`src/brb_pkg.sv`:
```
// Package for the byte ring buffer: opcode and status codes, default sizes,
// and the occupancy struct passed between the level calculator and the top.
// Depends on nothing.
`default_nettype none

package brb_pkg;

    localparam int CAPACITY_DEF  = 4096;
    localparam int MAX_CHUNK_DEF = 64;
    localparam int FIELD_W       = 12;
    localparam int CFG_W         = 13;
    localparam int LVL_W         = 17;

    typedef logic [2:0] opcode_t;
    localparam opcode_t OP_ENQ        = 3'd0;
    localparam opcode_t OP_DEQ        = 3'd1;
    localparam opcode_t OP_PEEK       = 3'd2;
    localparam opcode_t OP_MOVE_REAR  = 3'd3;
    localparam opcode_t OP_MOVE_FRONT = 3'd4;
    localparam opcode_t OP_CLEAR      = 3'd5;
    localparam opcode_t OP_QUERY      = 3'd6;

    typedef logic [1:0] status_t;
    localparam status_t ST_OK      = 2'd0;
    localparam status_t ST_NO_ROOM = 2'd1;
    localparam status_t ST_NO_DATA = 2'd2;
    localparam status_t ST_BAD_CNT = 2'd3;

    typedef struct packed {
        logic [LVL_W-1:0] used_cnt;
        logic [LVL_W-1:0] free_cnt;
        logic [LVL_W-1:0] denq_cnt;
        logic [LVL_W-1:0] ddeq_cnt;
    } level_t;

endpackage

`default_nettype wire

```
`src/brb_level.sv`:
```
// Occupancy calculator: used, free and the two no-wrap sizes from the
// pointers and the configured size. Depends on brb_pkg (level_t).
`default_nettype none

module brb_level #(
    parameter int CAPACITY = brb_pkg::CAPACITY_DEF
) (
    input  wire logic [$clog2(CAPACITY+1)-1:0] size,
    input  wire logic [$clog2(CAPACITY)-1:0]   front,
    input  wire logic [$clog2(CAPACITY)-1:0]   rear,
    output brb_pkg::level_t                    lvl
);
    import brb_pkg::*;

    localparam int SIZE_W = $clog2(CAPACITY + 1);

    logic [SIZE_W-1:0] f_ext;
    logic [SIZE_W-1:0] r_ext;
    logic [SIZE_W-1:0] used;
    logic [SIZE_W-1:0] free;
    logic [SIZE_W-1:0] denq;
    logic [SIZE_W-1:0] ddeq;

    always_comb
    begin
        f_ext = SIZE_W'(front);
        r_ext = SIZE_W'(rear);
        if (f_ext > r_ext)
        begin
            used = size - f_ext + r_ext;
            ddeq = size - f_ext;
        end
        else
        begin
            used = r_ext - f_ext;
            ddeq = r_ext - f_ext;
        end
        free = size - used - SIZE_W'(1);
        if (r_ext >= f_ext)
        begin
            denq = (f_ext == '0) ? (size - r_ext - SIZE_W'(1)) : (size - r_ext);
        end
        else
        begin
            denq = free;
        end
        lvl.used_cnt = LVL_W'(used);
        lvl.free_cnt = LVL_W'(free);
        lvl.denq_cnt = LVL_W'(denq);
        lvl.ddeq_cnt = LVL_W'(ddeq);
    end

endmodule

`default_nettype wire

```
`config.mk`:
```
export PLATFORM = sky130hd
export DESIGN_NAME = brb_level
export DESIGN_NICKNAME = d
export VERILOG_FILES = /design/src/brb_pkg.sv /design/src/brb_level.sv
export SDC_FILE = /design/constraint.sdc
export NUM_CORES = 1
export LEC_CHECK = 0
export BUFFER_PORTS_ARGS = -buffer_cell sky130_fd_sc_hd__buf_4
export CAP_MARGIN = 20
export CELL_PAD_IN_SITES_DETAIL_PLACEMENT = 0
export CELL_PAD_IN_SITES_GLOBAL_PLACEMENT = 1
export CORE_AREA = 2 2 97 99
export DETAILED_ROUTE_END_ITERATION = 7
export DIE_AREA = 0 0 99 101
export PLACE_DENSITY = 0.86
export SLEW_MARGIN = 20
export SYNTH_ARGS = -nofsm -noshare
export SYNTH_HDL_FRONTEND = slang
export SYNTH_SLANG_ARGS = --single-unit
```
`constraint.sdc`:
```
create_clock -name vclk -period 18
set_input_delay 3.6 -clock vclk [all_inputs]
set_output_delay 3.6 -clock vclk [all_outputs]
set_load 0.01 [all_outputs]
```
Word level (Yosys, flattened, before mapping)
Index checks and enable logic that the tools add are counted.
{ "totals": {"output_inout_bits": 68, "elab_cells": 14, "input_bits": 37, "reg_bits": 0} }
{ "classes": {"reduce_logical": 1, "order_cmp": 2, "mux": 4, "addsub": 7} }
{ "op_table": {"columns": ["op", "n"], "rows": [
  ["$mux W13", 4],
  ["$sub A13 B1 Y13 const B", 2],
  ["$sub A13 B12 Y13", 2],
  ["$add A13 B12 Y13", 1],
  ["$sub A12 B12 Y13", 1],
  ["$sub A13 B13 Y13", 1],
  ["$ge A12 B12 Y1", 1],
  ["$gt A12 B12 Y1", 1],
  ["$logic_not A12 Y1", 1]
]} }

Depth between registers and ports, before layout
{ "depth": {"ltp_word": 6, "depth_mapped": 26, "ltp_nobuf": 26} }

Worst setup path before layout
OpenSTA, ideal clock, no wires.
{ "synth_timing": {"path_type": "input to output", "startpoint": "in size[0]", "endpoint": "out lvl[29] (netlist bit)", "arrival_time_ps": 7724, "path_buffers": 0, "t_required_ps": 14400, "path_slack_ps": 6676, "cell_stages": 23, "cell_sequence": "inv_1 ha_1 fa_1 nor2b_1 o31a_1 o21ai_0 nand2_1 xor2_1 ha_1 a21oi_1 o211a_1 nor3_1 o31a_1 nor2_1 xnor2_1 a21oi_1 ha_1 a21oi_1 o21ai_0 a41o_1 a211oi_1 xnor2_1 mux2_4"} }
{ "synth_lines": {"columns": ["item", "line_no", "text"], "rows": [
  ["start: declaration", "brb_level.sv:8", "input wire logic [$clog2(CAPACITY+1)-1:0] size,"],
  ["end: declaration", "brb_level.sv:11", "output brb_pkg::level_t lvl"]
]} }

==> impl_metrics.env <==
export IMPL_cp_required_ns=14.40
export IMPL_totalWireLength_mm=11.8
export IMPL_worstPathMaxFanout=5
export IMPL_die_y_um=101
export IMPL_antenna_cells=0
export IMPL_postCtsHoldBufs=0
export IMPL_numSequentialCells=0
export IMPL_n_clock_buffer=0
export IMPL_dpl_instance_area_um2=4430
export IMPL_post_place_cells=739
export IMPL_power_share_sequential=0
export IMPL_detail_routed_net_length_per_standard_cell_um=15.9
export IMPL_min_to="lvl[34]"
export IMPL_synthDistinctLibCells=71
export IMPL_timing_hold_worst_start="size[0]"
export IMPL_finalSetupTns_ns=0
export IMPL_number_of_nets_in_the_layout=735
export IMPL_drc=0
export IMPL_timing_final_crit_share=0.668
export IMPL_place_port_buffers=89
export IMPL_timing_fmax_mhz=83.1
export IMPL_p_per_area_nw_per_um2=101
export IMPL_sequential_cell_area_fraction_in_the_yosys_report=0
export IMPL_setup_worst_path_start_class="input pin"
export IMPL_setup_viol_count_final=0
export IMPL_largest_net_degree_at_the_start_of_global_routing=27
export IMPL_wire_length_of_the_first_global_routing_pass_mm=18.6
export IMPL_synth_area_um2=3700
export IMPL_vdd_drop_max_v=0.0000484
export IMPL_hpwlAfterDp_mm=10.5
export IMPL_worst_case_headroom_to_the_max_slew_limit=0.462
export IMPL_ys_warnings_count=0
export IMPL_p_clk_frac=0
export IMPL_report_final_slew_viol_count=0
export IMPL_detail_route_antenna_nets=0
export IMPL_layout_cell_area_non_filler_um2=4430
export IMPL_outcome="complete, no violations"
export IMPL_combinationalPowerShare=1.000
export IMPL_synthesis_instances=546
export IMPL_antenna_found_initial=0
export IMPL_final_period_minus_worst_setup_slack_ns=12.03
export IMPL_fp_coreArea_um2=8980
export IMPL_syn_mean_instance_area_um2=6.78
export IMPL_hold_path_cell_count=3
export IMPL_switching_share=0.532
export IMPL_first_iter_violations=197
export IMPL_drive_gt1_frac=0.174
export IMPL_fin_cells=739
export IMPL_site_rows=35
export IMPL_area_growth_from_synthesis_to_layout_pct=19.8
export IMPL_yosys_cell_count_top_type="nand2_1"
export IMPL_worstMarginPinSlew_ns=0.794
export IMPL_worst_setup_path_type="in2out"
export IMPL_io_pin_count=105
export IMPL_post_cts_repair_setup_buffers=0
export IMPL_p_leak_nw=2.21
export IMPL_length_of_the_first_detailed_routing_pass_in_iterations=5
export IMPL_cp_data_arrival_time_ns=8.43
export IMPL_initial_utilization=0.412
export IMPL_grt_overflow_total=0
export IMPL_total_global_route_track_usage=0.227
export IMPL_p_switching_mw=0.239
export IMPL_synthDominantCellAreaShare=0.213
export IMPL_design_die_area_um2=10000
export IMPL_sequential_cell_area_um2=0
export IMPL_synth_area_leaders="ha_1, xnor2_1, nand2_1, inv_1, a21oi_1"
export IMPL_post_cts_resized=0
export IMPL_cell_internal_pwr_mw=0.210
export IMPL_die_x_um=99
export IMPL_rsz_0062_raised_after_global_routing="false"
export IMPL_report_final_hold_viol_count=0
export IMPL_worst_hold_path_type="in2out"
export IMPL_maxCapViolations=0
export IMPL_critPathCaptureType="primary output"
export IMPL_gp_congestion=0.950
export IMPL_synth_top_cells_by_count="nand2_1, ha_1, inv_1, nor2_1, a21oi_1"
export IMPL_yosysTopAreaCell="ha_1"
export IMPL_route_detailed_vias_per_inst=5.43
export IMPL_first_global_vias=3704
export IMPL_detailroute_via_count=4015
==> placed cells by master (no fill, tap or decap), types with 4 or more instances in the layout <==
master / count
a21o_1: 10
a21oi_1: 40
and2_1: 4
buf_4: 92
conb_1: 16
fa_1: 5
ha_1: 63
inv_1: 54
nand2_1: 65
nand2b_1: 7
nand3_1: 12
nor2_1: 45
nor2b_1: 5
nor3_1: 15
nor4_1: 9
o211ai_1: 5
o21a_1: 9
o21ai_0: 37
o31a_1: 4
or3_1: 6
xnor2_1: 36
xor2_1: 16
==> cell families (layout without fill, tap and decap cells) <==
| logic type | Yosys count | in the layout | synth area share |
|---|---|---|---|
| and+or+nand+nor | 186 | 186 | 0.239 |
| AOI/OAI and AO/OA | 155 | 155 | 0.284 |
| buffers and inverters | 79 | 146 | 0.0964 |
| adders and majority gates | 68 | 68 | 0.240 |
| xor gates and xnor gates | 52 | 52 | 0.123 |
| muxes | 5 | 5 | 0.0159 |
| other | 1 | 16 | 0.00101 |
==> critical path, stage by stage <==
cell      delay, ns
buf_4          0.12
inv_1          0.06
ha_1           0.26
nor2b_1        0.12
o21ai_0        0.21
a21boi_0       0.17
o21a_1         0.21
o21ai_0        0.21
a21o_1         0.19
and4b_1        0.20
xnor2_1        0.11
ha_1           0.37
nand3_1        0.09
nor3_1         0.27
o31a_1         0.18
nor2_1         0.05
xnor2_1        0.14
a21oi_1        0.23
ha_1           0.33
a21oi_1        0.24
o21ai_0        0.11
a41o_1         0.21
a211oi_1       0.22
xnor2_1        0.12
mux2_4         0.26
buf_4          0.14
==> power groups by stage <==
stage | registers, mW | clock network (mW) | logic [mW]
after CTS | 0 | 0 | 0.451
after floorplan | 0 | 0 | 0.279
after global placement | 0 | 0 | 0.444
after global routing | 0 | 0 | 0.495
final | 0 | 0 | 0.449
after detailed placement | 0 | 0 | 0.449
==> layer usage <==
layer	GRT usage	wire (um)
met3	0.00416	389
met2	0.393	5480
met1	0.323	5750
met5	0	0
met4	0.0306	153
==> area by class of cell <==
cell class	count	area, um^2
inverter	54	203
fill	961	4550
timing repair buffer	92	691
tap	111	139
multi-input combinational	482	3400
==> through the flow <==
stage	total power [mW]	util	hold slack [ns]	setup WS (ns)
after detailed placement	0.449	0.494	7.55	6.04
after global placement	0.444	0.494	7.56	6.12
after floorplan	0.279	-	7.36	6.68
after global routing	0.495	0.494	7.57	5.53
after CTS	0.451	0.494	7.55	6.02
final	0.449	0.494	7.56	5.97
==> worst max path at each step <==
stage / from / to / slack (ns) / cells after the start
CTS: front[1] / lvl[29] / 6.02 / 26
global route: front[1] / lvl[29] / 5.53 / 26
finish: front[1] / lvl[29] / 5.97 / 26
global placement: size[0] / lvl[29] / 6.12 / 25
floorplan: size[0] / lvl[29] / 6.68 / 23
detailed placement: front[1] / lvl[29] / 6.04 / 26
(Power assumes the default switching activity.)
